--- config.mk ---
export PLATFORM = sky130hd
export DESIGN_NAME = integer_to_text_formatter_flat
export DESIGN_NICKNAME = d
export VERILOG_FILES = /design/src/rtl/itf_pkg.sv /design/src/rtl/itf_intf.sv /design/src/rtl/itf_front.sv /design/src/rtl/itf_queue.sv /design/src/rtl/itf_back.sv /design/src/rtl/integer_to_text_formatter.sv /design/src/flat_wrapper.sv
export SDC_FILE = /design/constraint.sdc
export NUM_CORES = 1
export LEC_CHECK = 0
export ABC_CLOCK_PERIOD_IN_PS = 11950
export BUFFER_PORTS_ARGS = -buffer_cell sky130_fd_sc_hd__buf_2
export CAP_MARGIN = 20
export CORE_ASPECT_RATIO = 0.5
export CORE_MARGIN = 2
export CORE_UTILIZATION = 35
export CTS_CLUSTER_SIZE = 20
export DETAILED_ROUTE_END_ITERATION = 8
export GPL_ROUTABILITY_DRIVEN = 0
export PLACE_DENSITY = 0.47
export SETUP_SLACK_MARGIN = 0.1
export SYNTH_ARGS = -nofsm -noshare
export SYNTH_HDL_FRONTEND = slang
export SYNTH_HIERARCHICAL = 1
export SYNTH_SLANG_ARGS = --single-unit
export TNS_END_PERCENT = 50
--- constraint.sdc ---
create_clock -name clk -period 11.95 [get_ports clk]
set_clock_uncertainty 0.1 [all_clocks]
set_input_delay 2.9875 -clock clk [delete_from_list [all_inputs] [get_ports clk]]
set_output_delay 2.9875 -clock clk [all_outputs]
set_load 0.01 [all_outputs]
--- src/rtl/itf_pkg.sv ---
`timescale 1ns / 1ps
// Shared types, constants and helper functions for the integer-to-text formatter.
// No dependencies; every other file imports this package.
package itf_pkg;

  // Field widths fixed by the item format
  localparam int unsigned VALUE_W = 64;
  localparam int unsigned FIELD_W = 6;
  localparam int unsigned RADIX_W = 2;
  localparam int unsigned CHAR_W  = 8;

  // Default cap on the field size in characters
  localparam int unsigned ITF_MAX_FIELD = 63;

  // Digit store: enough digits for 64 bits in octal
  localparam int unsigned NUM_DIGITS = 22;
  localparam int unsigned DIGIT_W    = 4;
  localparam int unsigned ND_W       = $clog2(NUM_DIGITS + 1);
  localparam int unsigned IDX_W      = $clog2(NUM_DIGITS);

  // Binary-to-BCD conversion: bits consumed per cycle and number of conversion steps
  localparam int unsigned DABBLE_BITS = 4;
  localparam int unsigned CONV_STEPS  = VALUE_W / DABBLE_BITS;
  localparam int unsigned CONV_CNT_W  = $clog2(CONV_STEPS);

  // Queue between front and back
  localparam int unsigned QUEUE_DEPTH = 2;

  // Radix codes; the unused code is treated as hex
  localparam logic [RADIX_W-1:0] RADIX_DEC = 2'd0;
  localparam logic [RADIX_W-1:0] RADIX_OCT = 2'd1;
  localparam logic [RADIX_W-1:0] RADIX_HEX = 2'd2;

  // ASCII characters
  localparam logic [CHAR_W-1:0] CH_ZERO    = 8'h30;
  localparam logic [CHAR_W-1:0] CH_SPACE   = 8'h20;
  localparam logic [CHAR_W-1:0] CH_PLUS    = 8'h2B;
  localparam logic [CHAR_W-1:0] CH_MINUS   = 8'h2D;
  localparam logic [CHAR_W-1:0] CH_UPPER_A = 8'h41;
  localparam logic [CHAR_W-1:0] CH_LOWER_A = 8'h61;

  typedef enum logic [1:0] {
    SIGN_NONE,
    SIGN_MINUS,
    SIGN_PLUS,
    SIGN_SPACE
  } itf_sign_t;

  typedef enum logic [1:0] {
    ST_IDLE,
    ST_CONV,
    ST_SIZE,
    ST_EMIT
  } itf_state_t;

  typedef logic [DIGIT_W-1:0] itf_digit_t;

  // One classified item as it travels from front to back
  typedef struct packed {
    logic [VALUE_W-1:0] mag;
    itf_sign_t          sign;
    logic [RADIX_W-1:0] radix;
    logic               upper;
    logic               left;
    logic               zpad;
    logic [FIELD_W-1:0] width;
    logic [FIELD_W-1:0] prec;
  } itf_job_t;

  // Map one digit value to its ASCII character
  function automatic logic [CHAR_W-1:0] digit_char(input itf_digit_t d, input logic upper);
    logic [CHAR_W-1:0] ext;
    ext = {{(CHAR_W - DIGIT_W){1'b0}}, d};
    if (d < 4'd10) begin
      digit_char = CH_ZERO + ext;
    end else if (upper) begin
      digit_char = CH_UPPER_A + ext - 8'd10;
    end else begin
      digit_char = CH_LOWER_A + ext - 8'd10;
    end
  endfunction

  // Map a sign code to its ASCII character
  function automatic logic [CHAR_W-1:0] sign_char(input itf_sign_t s);
    unique case (s)
      SIGN_MINUS: sign_char = CH_MINUS;
      SIGN_PLUS:  sign_char = CH_PLUS;
      default:    sign_char = CH_SPACE;
    endcase
  endfunction

endpackage

--- src/rtl/itf_intf.sv ---
`timescale 1ns / 1ps
// Valid/ready channel interfaces for the formatter's input and result words.
// Depends on itf_pkg for field widths.
interface itf_in_if import itf_pkg::*; ();
  logic               valid;
  logic               ready;
  logic [VALUE_W-1:0] value;
  logic               is_signed;
  logic [RADIX_W-1:0] radix;
  logic               upper_case;
  logic               left_justify;
  logic               force_plus;
  logic               space_sign;
  logic               zero_pad;
  logic [FIELD_W-1:0] min_width;
  logic [FIELD_W-1:0] precision;

  modport source(output valid, value, is_signed, radix, upper_case, left_justify,
                 force_plus, space_sign, zero_pad, min_width, precision,
                 input ready);
  modport sink(input valid, value, is_signed, radix, upper_case, left_justify,
               force_plus, space_sign, zero_pad, min_width, precision,
               output ready);
endinterface

interface itf_out_if import itf_pkg::*; ();
  logic              valid;
  logic              ready;
  logic [CHAR_W-1:0] out_char;
  logic              last;

  modport source(output valid, out_char, last, input ready);
  modport sink(input valid, out_char, last, output ready);
endinterface

--- src/rtl/itf_front.sv ---
`timescale 1ns / 1ps
// Front end: takes input words, works out sign and magnitude, clamps width/precision.
// Depends on itf_pkg and itf_in_if; feeds itf_queue.
module itf_front import itf_pkg::*; #(
  parameter int unsigned MAX_FIELD = ITF_MAX_FIELD
) (
  itf_in_if.sink   in_ch,
  output logic     push_valid,
  input  logic     push_ready,
  output itf_job_t push_job
);

  localparam logic [FIELD_W-1:0] WIDTH_CAP = FIELD_W'(MAX_FIELD);
  localparam logic [FIELD_W-1:0] PREC_CAP  = FIELD_W'(MAX_FIELD - 1);

  // Pass the handshake through to the queue
  assign push_valid  = in_ch.valid;
  assign in_ch.ready = push_ready;

  // Classify sign and take the magnitude
  always_comb begin
    push_job.mag  = in_ch.value;
    push_job.sign = SIGN_NONE;
    if (in_ch.is_signed) begin
      if (in_ch.value[VALUE_W-1]) begin
        push_job.sign = SIGN_MINUS;
        push_job.mag  = {VALUE_W{1'b0}} - in_ch.value;
      end else if (in_ch.force_plus) begin
        push_job.sign = SIGN_PLUS;
      end else if (in_ch.space_sign) begin
        push_job.sign = SIGN_SPACE;
      end
    end
    push_job.radix = in_ch.radix;
    push_job.upper = in_ch.upper_case;
    push_job.left  = in_ch.left_justify;
    push_job.zpad  = in_ch.zero_pad;
    push_job.width = (in_ch.min_width > WIDTH_CAP) ? WIDTH_CAP : in_ch.min_width;
    push_job.prec  = (in_ch.precision > PREC_CAP) ? PREC_CAP : in_ch.precision;
  end

endmodule

--- src/rtl/itf_queue.sv ---
`timescale 1ns / 1ps
// Short queue of classified items between the front end and the back end.
// Depends on itf_pkg for the item type and depth.
module itf_queue import itf_pkg::*; (
  input  logic     clk,
  input  logic     rst_n,
  input  logic     push_valid,
  output logic     push_ready,
  input  itf_job_t push_job,
  output logic     pop_valid,
  input  logic     pop_ready,
  output itf_job_t pop_job
);

  localparam int unsigned PTR_W = (QUEUE_DEPTH > 1) ? $clog2(QUEUE_DEPTH) : 1;
  localparam int unsigned CNT_W = $clog2(QUEUE_DEPTH + 1);

  itf_job_t         mem_r [QUEUE_DEPTH];
  logic [PTR_W-1:0] wr_ptr_r, wr_ptr_nxt;
  logic [PTR_W-1:0] rd_ptr_r, rd_ptr_nxt;
  logic [CNT_W-1:0] cnt_r, cnt_nxt;
  logic             push_go, pop_go;

  assign push_ready = (cnt_r != CNT_W'(QUEUE_DEPTH));
  assign pop_valid  = (cnt_r != '0);
  assign pop_job    = mem_r[rd_ptr_r];
  assign push_go    = push_valid && push_ready;
  assign pop_go     = pop_valid && pop_ready;

  // Advance pointers with wrap and track fill level
  always_comb begin
    wr_ptr_nxt = wr_ptr_r;
    rd_ptr_nxt = rd_ptr_r;
    cnt_nxt    = cnt_r;
    if (push_go) begin
      wr_ptr_nxt = (wr_ptr_r == PTR_W'(QUEUE_DEPTH - 1)) ? '0 : wr_ptr_r + 1'b1;
    end
    if (pop_go) begin
      rd_ptr_nxt = (rd_ptr_r == PTR_W'(QUEUE_DEPTH - 1)) ? '0 : rd_ptr_r + 1'b1;
    end
    if (push_go && !pop_go) begin
      cnt_nxt = cnt_r + 1'b1;
    end else if (pop_go && !push_go) begin
      cnt_nxt = cnt_r - 1'b1;
    end
  end

  always_ff @(posedge clk) begin
    if (!rst_n) begin
      wr_ptr_r <= '0;
      rd_ptr_r <= '0;
      cnt_r    <= '0;
    end else begin
      wr_ptr_r <= wr_ptr_nxt;
      rd_ptr_r <= rd_ptr_nxt;
      cnt_r    <= cnt_nxt;
    end
  end

  // Store the incoming word
  always_ff @(posedge clk) begin
    if (push_go) begin
      mem_r[wr_ptr_r] <= push_job;
    end
  end

endmodule

--- src/rtl/itf_back.sv ---
`timescale 1ns / 1ps
// Back end: digit extraction (BCD conversion or bit slicing), layout and character output.
// Depends on itf_pkg and itf_out_if; pulls items from itf_queue.
module itf_back import itf_pkg::*; (
  input  logic     clk,
  input  logic     rst_n,
  input  logic     pop_valid,
  output logic     pop_ready,
  input  itf_job_t pop_job,
  itf_out_if.source out_ch
);

  itf_state_t            state_r, state_nxt;
  itf_digit_t            digs_r [NUM_DIGITS];
  itf_digit_t            digs_nxt [NUM_DIGITS];
  logic [VALUE_W-1:0]    shf_r, shf_nxt;
  logic [CONV_CNT_W-1:0] cnt_r, cnt_nxt;
  itf_sign_t             sign_r, sign_nxt;
  logic                  upper_r, upper_nxt;
  logic                  left_r, left_nxt;
  logic                  zpad_r, zpad_nxt;
  logic [FIELD_W-1:0]    width_r, width_nxt;
  logic [FIELD_W-1:0]    prec_r, prec_nxt;
  logic [FIELD_W-1:0]    lead_r, lead_nxt;
  logic                  sgn_pend_r, sgn_pend_nxt;
  logic [FIELD_W-1:0]    zero_r, zero_nxt;
  logic [ND_W-1:0]       dig_r, dig_nxt;
  logic [FIELD_W-1:0]    tail_r, tail_nxt;
  logic                  out_valid_r, out_valid_nxt;
  logic [CHAR_W-1:0]     out_char_r, out_char_nxt;
  logic                  out_last_r, out_last_nxt;

  logic                  conv_done;
  logic                  emit_go;
  logic                  load_dec;
  itf_digit_t            load_digs [NUM_DIGITS];
  itf_digit_t            dab_digs [NUM_DIGITS];
  logic [VALUE_W-1:0]    dab_shf;
  logic [ND_W-1:0]       nd_c;
  logic [FIELD_W-1:0]    sz_lead, sz_zero, sz_tail;
  logic [CHAR_W-1:0]     em_char;
  logic                  em_last;
  logic [FIELD_W-1:0]    em_lead, em_zero, em_tail;
  logic                  em_sgn;
  logic [ND_W-1:0]       em_dig;

  assign conv_done = (cnt_r == CONV_CNT_W'(CONV_STEPS - 1));
  assign load_dec  = (pop_job.radix == RADIX_DEC);

  // Next state
  always_comb begin
    state_nxt = state_r;
    unique case (state_r)
      ST_IDLE: begin
        if (pop_valid) begin
          state_nxt = load_dec ? ST_CONV : ST_SIZE;
        end
      end
      ST_CONV: begin
        if (conv_done) begin
          state_nxt = ST_SIZE;
        end
      end
      ST_SIZE: state_nxt = ST_EMIT;
      ST_EMIT: begin
        if (emit_go && em_last) begin
          state_nxt = ST_IDLE;
        end
      end
      default: state_nxt = ST_IDLE;
    endcase
  end

  // State outputs: pull from the queue when idle, emit when the output slot frees up
  always_comb begin
    pop_ready = 1'b0;
    emit_go   = 1'b0;
    unique case (state_r)
      ST_IDLE: pop_ready = 1'b1;
      ST_EMIT: emit_go   = !out_valid_r || out_ch.ready;
      default: begin
        pop_ready = 1'b0;
        emit_go   = 1'b0;
      end
    endcase
  end

  // Slice octal or hex digits straight from the magnitude; decimal starts from zero
  always_comb begin
    logic [3*NUM_DIGITS-1:0] oct_pad;
    logic [4*NUM_DIGITS-1:0] hex_pad;
    oct_pad = {{(3*NUM_DIGITS - VALUE_W){1'b0}}, pop_job.mag};
    hex_pad = {{(4*NUM_DIGITS - VALUE_W){1'b0}}, pop_job.mag};
    for (int i = 0; i < NUM_DIGITS; i++) begin
      unique case (pop_job.radix)
        RADIX_DEC: load_digs[i] = '0;
        RADIX_OCT: load_digs[i] = {1'b0, oct_pad[3*i +: 3]};
        default:   load_digs[i] = hex_pad[4*i +: 4];
      endcase
    end
  end

  // Double-dabble: add 3 to digits of 5 or more, then shift in one bit; four bits a cycle
  always_comb begin
    itf_digit_t         d [NUM_DIGITS];
    logic [VALUE_W-1:0] s;
    for (int j = 0; j < NUM_DIGITS; j++) begin
      d[j] = digs_r[j];
    end
    s = shf_r;
    for (int k = 0; k < DABBLE_BITS; k++) begin
      for (int j = 0; j < NUM_DIGITS; j++) begin
        if (d[j] >= 4'd5) begin
          d[j] = d[j] + 4'd3;
        end
      end
      for (int j = NUM_DIGITS - 1; j > 0; j--) begin
        d[j] = {d[j][DIGIT_W-2:0], d[j-1][DIGIT_W-1]};
      end
      d[0] = {d[0][DIGIT_W-2:0], s[VALUE_W-1]};
      s    = {s[VALUE_W-2:0], 1'b0};
    end
    for (int j = 0; j < NUM_DIGITS; j++) begin
      dab_digs[j] = d[j];
    end
    dab_shf = s;
  end

  // Lay out the field: digit count, zero fill and space padding
  always_comb begin
    logic [FIELD_W-1:0] nd6;
    logic [FIELD_W-1:0] body;
    logic [FIELD_W-1:0] zl;
    logic [FIELD_W:0]   used;
    logic [FIELD_W-1:0] sl;
    nd_c = ND_W'(1);
    for (int i = 1; i < NUM_DIGITS; i++) begin
      if (digs_r[i] != '0) begin
        nd_c = ND_W'(i + 1);
      end
    end
    nd6  = FIELD_W'(nd_c);
    body = (prec_r > nd6) ? prec_r : nd6;
    zl   = (prec_r > nd6) ? prec_r - nd6 : '0;
    used = {1'b0, body} + (FIELD_W + 1)'(sign_r != SIGN_NONE);
    sl   = ({1'b0, width_r} > used) ? FIELD_W'({1'b0, width_r} - used) : '0;
    if (zpad_r) begin
      sz_zero = (sl > zl) ? sl : zl;
      sz_lead = '0;
      sz_tail = '0;
    end else begin
      sz_zero = zl;
      sz_lead = left_r ? '0 : sl;
      sz_tail = left_r ? sl : '0;
    end
  end

  // Pick the next character: lead spaces, sign, zeros, digits, trailing spaces
  always_comb begin
    logic [IDX_W-1:0] idx;
    idx     = IDX_W'(dig_r - 1'b1);
    em_lead = lead_r;
    em_sgn  = sgn_pend_r;
    em_zero = zero_r;
    em_dig  = dig_r;
    em_tail = tail_r;
    if (lead_r != '0) begin
      em_char = CH_SPACE;
      em_lead = lead_r - 1'b1;
    end else if (sgn_pend_r) begin
      em_char = sign_char(sign_r);
      em_sgn  = 1'b0;
    end else if (zero_r != '0) begin
      em_char = CH_ZERO;
      em_zero = zero_r - 1'b1;
    end else if (dig_r != '0) begin
      em_char = digit_char(digs_r[idx], upper_r);
      em_dig  = dig_r - 1'b1;
    end else begin
      em_char = CH_SPACE;
      em_tail = tail_r - 1'b1;
    end
    em_last = (em_lead == '0) && !em_sgn && (em_zero == '0) && (em_dig == '0) &&
              (em_tail == '0);
  end

  // Register updates by state
  always_comb begin
    for (int i = 0; i < NUM_DIGITS; i++) begin
      digs_nxt[i] = digs_r[i];
    end
    shf_nxt       = shf_r;
    cnt_nxt       = cnt_r;
    sign_nxt      = sign_r;
    upper_nxt     = upper_r;
    left_nxt      = left_r;
    zpad_nxt      = zpad_r;
    width_nxt     = width_r;
    prec_nxt      = prec_r;
    lead_nxt      = lead_r;
    sgn_pend_nxt  = sgn_pend_r;
    zero_nxt      = zero_r;
    dig_nxt       = dig_r;
    tail_nxt      = tail_r;
    out_valid_nxt = out_valid_r && !out_ch.ready;
    out_char_nxt  = out_char_r;
    out_last_nxt  = out_last_r;
    unique case (state_r)
      ST_IDLE: begin
        if (pop_valid) begin
          for (int i = 0; i < NUM_DIGITS; i++) begin
            digs_nxt[i] = load_digs[i];
          end
          shf_nxt   = pop_job.mag;
          cnt_nxt   = '0;
          sign_nxt  = pop_job.sign;
          upper_nxt = pop_job.upper;
          left_nxt  = pop_job.left;
          zpad_nxt  = pop_job.zpad;
          width_nxt = pop_job.width;
          prec_nxt  = pop_job.prec;
        end
      end
      ST_CONV: begin
        for (int i = 0; i < NUM_DIGITS; i++) begin
          digs_nxt[i] = dab_digs[i];
        end
        shf_nxt = dab_shf;
        cnt_nxt = cnt_r + 1'b1;
      end
      ST_SIZE: begin
        lead_nxt     = sz_lead;
        sgn_pend_nxt = (sign_r != SIGN_NONE);
        zero_nxt     = sz_zero;
        dig_nxt      = nd_c;
        tail_nxt     = sz_tail;
      end
      ST_EMIT: begin
        if (emit_go) begin
          lead_nxt      = em_lead;
          sgn_pend_nxt  = em_sgn;
          zero_nxt      = em_zero;
          dig_nxt       = em_dig;
          tail_nxt      = em_tail;
          out_valid_nxt = 1'b1;
          out_char_nxt  = em_char;
          out_last_nxt  = em_last;
        end
      end
      default: begin
        cnt_nxt = cnt_r;
      end
    endcase
  end

  // Control registers
  always_ff @(posedge clk) begin
    if (!rst_n) begin
      state_r     <= ST_IDLE;
      out_valid_r <= 1'b0;
    end else begin
      state_r     <= state_nxt;
      out_valid_r <= out_valid_nxt;
    end
  end

  // Working and payload registers
  always_ff @(posedge clk) begin
    for (int i = 0; i < NUM_DIGITS; i++) begin
      digs_r[i] <= digs_nxt[i];
    end
    shf_r      <= shf_nxt;
    cnt_r      <= cnt_nxt;
    sign_r     <= sign_nxt;
    upper_r    <= upper_nxt;
    left_r     <= left_nxt;
    zpad_r     <= zpad_nxt;
    width_r    <= width_nxt;
    prec_r     <= prec_nxt;
    lead_r     <= lead_nxt;
    sgn_pend_r <= sgn_pend_nxt;
    zero_r     <= zero_nxt;
    dig_r      <= dig_nxt;
    tail_r     <= tail_nxt;
    out_char_r <= out_char_nxt;
    out_last_r <= out_last_nxt;
  end

  assign out_ch.valid    = out_valid_r;
  assign out_ch.out_char = out_char_r;
  assign out_ch.last     = out_last_r;

endmodule

--- src/rtl/integer_to_text_formatter.sv ---
`timescale 1ns / 1ps
// Integer-to-text formatter, printf-style integer conversion.
//
// Input channel in_ch: one word carries a 64-bit value and its options
// (signedness, radix, case, justification, sign flags, zero pad, width,
// precision). Result channel out_ch: one ASCII character per word, the
// final character of an item marked by last. Both use valid/ready.
//
// The front end classifies each word and parks it in a two-entry queue, so
// words are taken while the back end is still busy. The back end works on
// one item at a time: it takes the item, runs BCD conversion (four bits a
// cycle) for decimal only, lays out the field, then sends one character a
// cycle while the receiver is ready, and takes the next item after the last.
//
// Reset (rst_n low, synchronous) empties the queue and the output register.
// A stalled receiver holds the current character; the back end then waits,
// and the front end keeps accepting until the queue is full.
//
module integer_to_text_formatter import itf_pkg::*; #(
  parameter int unsigned MAX_FIELD = ITF_MAX_FIELD
) (
  input  logic       clk,
  input  logic       rst_n,
  itf_in_if.sink     in_ch,
  itf_out_if.source  out_ch
);

  logic     push_valid, push_ready;
  itf_job_t push_job;
  logic     pop_valid, pop_ready;
  itf_job_t pop_job;

  itf_front #(
    .MAX_FIELD(MAX_FIELD)
  ) u_front (
    .in_ch     (in_ch),
    .push_valid(push_valid),
    .push_ready(push_ready),
    .push_job  (push_job)
  );

  itf_queue u_queue (
    .clk       (clk),
    .rst_n     (rst_n),
    .push_valid(push_valid),
    .push_ready(push_ready),
    .push_job  (push_job),
    .pop_valid (pop_valid),
    .pop_ready (pop_ready),
    .pop_job   (pop_job)
  );

  itf_back u_back (
    .clk      (clk),
    .rst_n    (rst_n),
    .pop_valid(pop_valid),
    .pop_ready(pop_ready),
    .pop_job  (pop_job),
    .out_ch   (out_ch)
  );

endmodule

--- src/flat_wrapper.sv ---
// flat-port wrapper written by rule: the top's interface ports become plain ports
module integer_to_text_formatter_flat import itf_pkg::*;
#(
  parameter int unsigned MAX_FIELD = ITF_MAX_FIELD
)
  (clk, rst_n, in_ch_valid, in_ch_value, in_ch_is_signed, in_ch_radix, in_ch_upper_case, in_ch_left_justify, in_ch_force_plus, in_ch_space_sign, in_ch_zero_pad, in_ch_min_width, in_ch_precision, in_ch_ready, out_ch_valid, out_ch_out_char, out_ch_last, out_ch_ready);
  itf_in_if in_ch_i ();
  itf_out_if out_ch_i ();
  input  logic clk;
  input  logic rst_n;
  input wire logic [$bits(in_ch_i.valid)-1:0] in_ch_valid;
  input wire logic [$bits(in_ch_i.value)-1:0] in_ch_value;
  input wire logic [$bits(in_ch_i.is_signed)-1:0] in_ch_is_signed;
  input wire logic [$bits(in_ch_i.radix)-1:0] in_ch_radix;
  input wire logic [$bits(in_ch_i.upper_case)-1:0] in_ch_upper_case;
  input wire logic [$bits(in_ch_i.left_justify)-1:0] in_ch_left_justify;
  input wire logic [$bits(in_ch_i.force_plus)-1:0] in_ch_force_plus;
  input wire logic [$bits(in_ch_i.space_sign)-1:0] in_ch_space_sign;
  input wire logic [$bits(in_ch_i.zero_pad)-1:0] in_ch_zero_pad;
  input wire logic [$bits(in_ch_i.min_width)-1:0] in_ch_min_width;
  input wire logic [$bits(in_ch_i.precision)-1:0] in_ch_precision;
  output wire logic [$bits(in_ch_i.ready)-1:0] in_ch_ready;
  output wire logic [$bits(out_ch_i.valid)-1:0] out_ch_valid;
  output wire logic [$bits(out_ch_i.out_char)-1:0] out_ch_out_char;
  output wire logic [$bits(out_ch_i.last)-1:0] out_ch_last;
  input wire logic [$bits(out_ch_i.ready)-1:0] out_ch_ready;
  assign in_ch_i.valid = in_ch_valid;
  assign in_ch_i.value = in_ch_value;
  assign in_ch_i.is_signed = in_ch_is_signed;
  assign in_ch_i.radix = in_ch_radix;
  assign in_ch_i.upper_case = in_ch_upper_case;
  assign in_ch_i.left_justify = in_ch_left_justify;
  assign in_ch_i.force_plus = in_ch_force_plus;
  assign in_ch_i.space_sign = in_ch_space_sign;
  assign in_ch_i.zero_pad = in_ch_zero_pad;
  assign in_ch_i.min_width = in_ch_min_width;
  assign in_ch_i.precision = in_ch_precision;
  assign in_ch_ready = in_ch_i.ready;
  assign out_ch_valid = out_ch_i.valid;
  assign out_ch_out_char = out_ch_i.out_char;
  assign out_ch_last = out_ch_i.last;
  assign out_ch_i.ready = out_ch_ready;
  integer_to_text_formatter #(.MAX_FIELD(MAX_FIELD)) u_core (.clk(clk), .rst_n(rst_n), .in_ch(in_ch_i), .out_ch(out_ch_i));
endmodule
==> results by group, run 1 <==
Setup path
  • CP most frequent cell: ha_1
  • Setup CP Type: reg2reg
  • CP peak stage delay: 0.64 ns
  • Worst reg2reg endpoint: u_core/u_back/zero_r[0]$_DFFE_PP_
  • CP max-delay cell: nor4_1
  • R2R setup slack: ~3.4 ns
  • Crit. End Element: flip-flop
  • Worst r2r src: u_core/u_back/digs_r[18][0]$_DFFE_PP_
  • Worst setup SP type: flip-flop
  • CP required: roughly 12 ns
  • Crit-path max FO: 16
  • WP data arrival: 8.73 ns
  • Worst r2r path cells: 34

CTS
  • Post-CTS Setup Inserts: 0
  • CTS H-tree depth: 2
  • Reg clk slew, reported paths: roughly 0.070 ns
  • Hold buffers post-CTS: 0
  • Clk_lat worst skew: just under 0.6 ns
  • CTS tree: done
  • Clock tree sinks: 379
  • Clock tree root buffer cell: clkbuf_16
  • TritonCTS Buffers: 42
  • CTS Buffer Depth: 3
  • PostCTS Resize Cnt: 0

Floorplanning
  • # rows: 73
  • Die width: ~400 um
  • Top Ports: 99
  • Initial Utilization: between 30 and 40%
  • Core footprint: 79,400 sq um
  • Die Span Y: approximately 200 um
  • DIE AREA: about 83,000 sq um

Drt
  • Met1 WL: between 30,000 and 40,000 um
  • DRC viols: 0
  • Drt first pass iters: 5
  • Routed WL: 75,300 um
  • Per-cell routed wire length: 19.9 um
  • Initial drt markers: approximately 1,500
  • Highest metal used: met4
  • Routed vias: roughly 20,000
  • Wire length on met3: roughly 3700 um
  • Vias per inst: 5.27
  • Met2 WL: about 31,000 um
  • Detail Route Antenna Nets: 0

Placed design
  • Dpl hpwl: 57,000 um
  • Port Buf Inserts: between 90 and 100
  • Setup slack at placement: ~3.5 ns

GRT
  • Grt ovf: 0
  • Vias in the first global route: approximately 19,000
  • Initial antenna violation count: 1
  • Total Routing Usage GR: between 10% and 20%
  • First-pass GRT wire length: about 110,000 um
  • Largest net degree at the start of global routing: between 90 and 100

Cells and area
  • Share of cells above drive strength 1: between 10% and 20%
  • Fillcell total: 7,665
  • Area grow syn2layout: 10.7%
  • Final net count: between 3,000 and 4,000
  • Most frequent cells in the layout: edfxtp_1 (371), a21oi_1 (212), ha_1 (210)
  • Commonest non-fill, non-tap cell in the layout: edfxtp_1

Yosys
  • Synth async-reset ratio: 0%
  • Syn. warnings: 6
  • Sequential fraction of the synthesis area: between 40% and 50%
  • Synth Instances: between 2,000 and 3,000
  • Syn nets: about 2,900
  • #FFs+latches synth: around 380
  • Post-synth top flop: edfxtp_1
  • Synth Cell Area: around 28,000 sq um
  • Number of synthesized flops with an enable pin: 371
  • Syn_area_per_cell: 10.6 sq um
  • Yosys cell types: between 80 and 90

Min path
  • Hold Crit Class: reg2reg
  • Hold EP: u_core/u_back/state_r[1]$_SDFFE_PN0P_
  • WHS Path Cells: 2
  • Min-Delay Startpoint: u_core/u_back/state_r[1]$_SDFFE_PN0P_

Run status
  • Status: completed

Run
  • Total of max-cap violations: 0

STA
  • Setup violators final: 0
  • Pins Over Slew Limit: 0
  • PnR worst setup slack: approximately 3.4 ns
  • Final setup TNS: 0 ns
  • Post-route minimum period: about 8.5 ns
  • Worst rel slew slack: 30.3%
  • Tcrit/Tclk final: 71.3%
  • Final Hold Fails: 0
  • Slew @ Worst Pin: between 1 and 1.5 ns
  • RSZ-0062 raised after global routing: no
  • Max frequency: 117 MHz
critical path, delay by kind of cell (launching register included):
| kind | cells | cell delay, ns |
|---|---|---|
| AOI/OAI and AO/OA | 14 | 3.42 |
| and+or+nand+nor | 10 | 2.11 |
| adders and majority gates | 5 | 1.45 |
| DFF | 1 | 0.44 |
| buffers and inverters | 3 | 0.29 |
| muxes | 1 | 0.28 |
| xor gates and xnor gates | 1 | 0.17 |
metrics by stage:
step / util [%] / hold slack [ns] / cells / cell area, sq um
after floorplan: - / 0.364 / 2645 / 28100
after global placement: 37.3 / 0.398 / 3715 / 29600
after detailed placement: 37.3 / 0.390 / 3715 / 29600
after CTS: 39.1 / 0.400 / 3791 / 31100
after global routing: 39.1 / 0.428 / 3792 / 31100
final: 39.1 / 0.398 / 3793 / 31100
routing by layer:
| layer | track usage, % | up-vias |
|---|---|---|
| met5 | 0 | - |
| met4 | 3.62 | 0 |
| met3 | 3.14 | 61 |
| met2 | 26.5 | 350 |
| met1 | 27.7 | 9669 |
| li1 | - | 9892 |
sequential cells by signal (all words and copies together), names as in the netlist, 6 cells and up, named ones only:
register and count:
u_core/u_back/zero_r 6, u_core/u_back/out_ch.out_char 7, u_core/u_back/shf_r 64, u_core/u_back/prec_r 6, u_core/u_back/tail_r 6, u_core/u_back/width_r 6, u_core/u_back/digs_r 88, u_core/u_queue/mem_r 166
u_core/u_back/lead_r 6
cells in the mapped netlist (all sizes together) (15+ instances only):
cell type | n | area share [%]
ha | 211 | 9.4
inv | 200 | 2.7
nand2b | 80 | 1.8
a221oi | 45 | 1.4
buf | 37 | 0.80
nand2 | 99 | 1.3
nand3 | 24 | 0.43
nor3b | 62 | 1.7
mux4 | 24 | 1.9
a21oi | 214 | 3.8
a211oi | 19 | 0.51
a21o | 16 | 0.43
mux2i | 108 | 3.9
a21boi | 17 | 0.45
nor2b | 79 | 1.8
xor2 | 51 | 1.6
or2 | 18 | 0.40
xnor2 | 130 | 4.1
o21a | 39 | 1.0
a22o | 24 | 0.75
nor3 | 31 | 0.57
and2 | 15 | 0.33
edfxtp | 371 | 40
nor2 | 154 | 2.1
o21ai | 95 | 1.7
clkbuf | 58 | 0.78
o211ai | 19 | 0.53
nor4 | 19 | 0.47
mux2 | 201 | 8.1
a31oi | 34 | 0.76
worst max-delay path by stage:
stage / start / end / slack, ns / cells past startpoint
global placement: u_core/u_back/digs_r[16][0]$_DFFE_PP_ / u_core/u_back/zero_r[1]$_DFFE_PP_ / 3.68 / 33
detailed placement: u_core/u_back/digs_r[16][0]$_DFFE_PP_ / u_core/u_back/zero_r[0]$_DFFE_PP_ / 3.48 / 27
CTS: u_core/u_back/digs_r[16][0]$_DFFE_PP_ / u_core/u_back/zero_r[0]$_DFFE_PP_ / 3.42 / 27
floorplan: u_core/u_back/digs_r[4][0]$_DFFE_PP_ / u_core/u_back/zero_r[0]$_DFFE_PP_ / 4.78 / 35
finish: u_core/u_back/digs_r[18][0]$_DFFE_PP_ / u_core/u_back/zero_r[0]$_DFFE_PP_ / 3.43 / 34
global route: u_core/u_back/digs_r[16][0]$_DFFE_PP_ / u_core/u_back/zero_r[0]$_DFFE_PP_ / 2.61 / 33
cells by family (layout without fill, tap and decap cells):
kind of cell	count (synthesis)	after routing	synth area share, %
AND/OR/NAND/NOR	646	646	12.6
AO/OA/AOI/OAI	598	598	13.8
flip-flops	379	379	40.3
multiplexers	333	333	13.8
buffers and inverters	295	392	4.25
adder cells (fa/ha/maj)	212	212	9.48
XOR/XNOR	181	181	5.68
other	1	2	0.0134
area by class of cell:
cell class | instances | area, sq um | share of cell area [%]
antenna | 1 | 2.50 | 0.00806
clock buffer | 51 | 1110 | 3.56
clock inverter | 25 | 334 | 1.08
inverter | 200 | 753 | 2.43
multi-input combinational | 1971 | 15600 | 50.3
sequential | 379 | 11300 | 36.4
tap | 1050 | 1310 | 4.23
timing repair buffer | 116 | 626 | 2.01
Power of run 1 is not shown: default switching activity piles up to over one toggle a cycle in this logic, so the estimate is an artifact.
==> inputs of run 2 (changes only) <==
ABC_CLOCK_PERIOD_IN_PS = 7950   (was 11950)
clock period = 7.95 ns   (was 11.95 ns; I/O delays follow)
==> run 2 against run 1 <==
Net effect: setup slack worse by 2.9 ns; first-iteration DRC count down 9.1%; final area up 0.36%; clock-buffer cell count down 4; register-to-register slack worse by 2.9 ns; core utilization up 0.14 points; final cell count up 0.47%; non-clock buffer count up 19; largest cell class unchanged.
==> results by group, run 2 (synthesis results as in run 1) <==
CTS
  • CTS Buffer Depth: 3
  • Reg clk slew, reported paths: about 0.070 ns
  • Clock tree root buffer cell: clkbuf_16
  • Clock tree sinks: approximately 380
  • CTS H-tree depth: 2
  • CTS tree: done
  • TritonCTS Buffers: 41
  • Clk_lat worst skew: 0.59 ns

Min path
  • Hold Crit Class: reg2reg

Setup path
  • Setup CP Type: reg2reg
  • Crit-path max FO: 5
  • Crit. End Element: flip-flop
  • Worst setup SP type: flip-flop
  • WP data arrival: between 7 and 8 ns
  • CP most frequent cell: inv_1
  • CP required: ~8 ns
  • CP peak stage delay: slightly below 0.5 ns
  • R2R setup slack: between 0.5 and 0.6 ns
  • CP max-delay cell: or3b_2

GRT
  • Largest net degree at the start of global routing: 85
  • Total Routing Usage GR: 18.2%
  • Initial antenna violation count: 3
  • Vias in the first global route: 19,240
  • Grt ovf: 0
  • First-pass GRT wire length: 116,000 um

Drt
  • Initial drt markers: about 1,300
  • Vias per inst: about 5.3
  • Routed WL: 75,800 um
  • Detail Route Antenna Nets: 0
  • DRC viols: 0
  • Drt first pass iters: 5
  • Per-cell routed wire length: approximately 20 um
  • Routed vias: slightly above 20,000

Cells and area
  • Commonest non-fill, non-tap cell in the layout: edfxtp_1
  • Fin util: around 39%
  • Fin cells: roughly 3,800
  • Area grow syn2layout: 11.1%
  • Final net count: between 3,000 and 4,000
  • Share of cells above drive strength 1: about 18%
  • Largest registers: u_core/u_queue/mem_r: 166 flops, u_core/u_back/digs_r: 88 flops, u_core/u_back/shf_r: 64 flops
  • Most frequent cells in the layout: edfxtp_1 (371), a21oi_1 (210), ha_1 (208)
  • Largest Register: u_core/u_queue/mem_r
  • Max reg flops: ~170

Run
  • Total of max-cap violations: 0

Floorplanning
  • Initial Utilization: 35.4%
  • # rows: between 70 and 80
  • DIE AREA: around 83,000 sq um
  • Core footprint: approximately 79,000 sq um
  • Die width: between 400 and 500 um
  • Top Ports: 99
  • Die Span Y: a little over 200 um

STA
  • RSZ-0062 raised after global routing: no
  • Max frequency: ~130 MHz
  • Post-route minimum period: ~7.4 ns
  • Pins Over Slew Limit: 0
  • Worst rel slew slack: about 30%
  • Final setup TNS: 0 ns
  • Final Hold Fails: 0
  • Setup violators final: 0
  • Slew @ Worst Pin: between 1 and 1.5 ns
  • Tcrit/Tclk final: a little over 90%

Placed design
  • Dpl cells: about 3,700
  • Dpl hpwl: between 50,000 and 60,000 um
  • Port Buf Inserts: 97

Run status
  • Status: completed
run 2: worst paths after layout:
kind / to / from / cells past startpoint
worst max-delay path: u_core/u_back/zero_r[1]$_DFFE_PP_ / u_core/u_back/digs_r[4][1]$_DFFE_PP_ / 34
worst max register to register: u_core/u_back/zero_r[1]$_DFFE_PP_ / u_core/u_back/digs_r[4][1]$_DFFE_PP_ / 34
worst min-delay path: u_core/u_back/state_r[1]$_SDFFE_PN0P_ / u_core/u_back/state_r[1]$_SDFFE_PN0P_ / 2
worst min register to register: u_core/u_back/state_r[1]$_SDFFE_PN0P_ / u_core/u_back/state_r[1]$_SDFFE_PN0P_ / 2
run 2: cell type report:
type	instances	area, sq um
well taps	1050	1310
flip-flops and latches	379	11300
clock inverters	27	240
clock buffers	47	1080
multi-input cells	1972	15700
repair buffers	135	795
inverters	200	753
fillers	7671	48200
diodes	1	2.50
run 2: timing repair:
action | in CTS | in global routing
cloned | 0 | 1
pin swaps | 0 | 3
resized for setup | 1 | 13
setup endpoints to repair | 4 | 5
setup buffers | 0 | 5
hold buffers | 0 | 0
run 2: per-layer routing:
| metal | vias to the layer above | share of wire, % | global-route usage (%) |
|---|---|---|---|
| met5 | - | 0 | 0 |
| met4 | 0 | 1.4 | 3.18 |
| met3 | 72 | 4.5 | 2.43 |
| met2 | 338 | 42 | 27.2 |
| met1 | 9794 | 52 | 28.1 |
| li1 | 9928 | - | - |
run 2: stage by stage:
step | hold WS [ns] | worst slack, ns | instance area, sq um
after global placement | 0.388 | 0.180 | 29700
after floorplan | 0.364 | 0.781 | 28100
after CTS | 0.398 | 0.144 | 31000
final | 0.403 | 0.525 | 31200
after detailed placement | 0.389 | 0.106 | 29700
after global routing | 0.427 | 0.100 | 31200
run 2: worst max-delay path, delay by kind of cell, from the launching register on:
| family | cells | cell delay [ns] |
|---|---|---|
| AO/OA/AOI/OAI | 12 | 2.18 |
| XOR/XNOR | 1 | 0.17 |
| adder cells (fa/ha/maj) | 5 | 1.22 |
| buffers and inverters | 5 | 0.45 |
| flip-flops | 1 | 0.43 |
| multiplexers | 1 | 0.21 |
| AND/OR/NAND/NOR | 10 | 2.35 |
Power of run 2 is left out for the same reason.
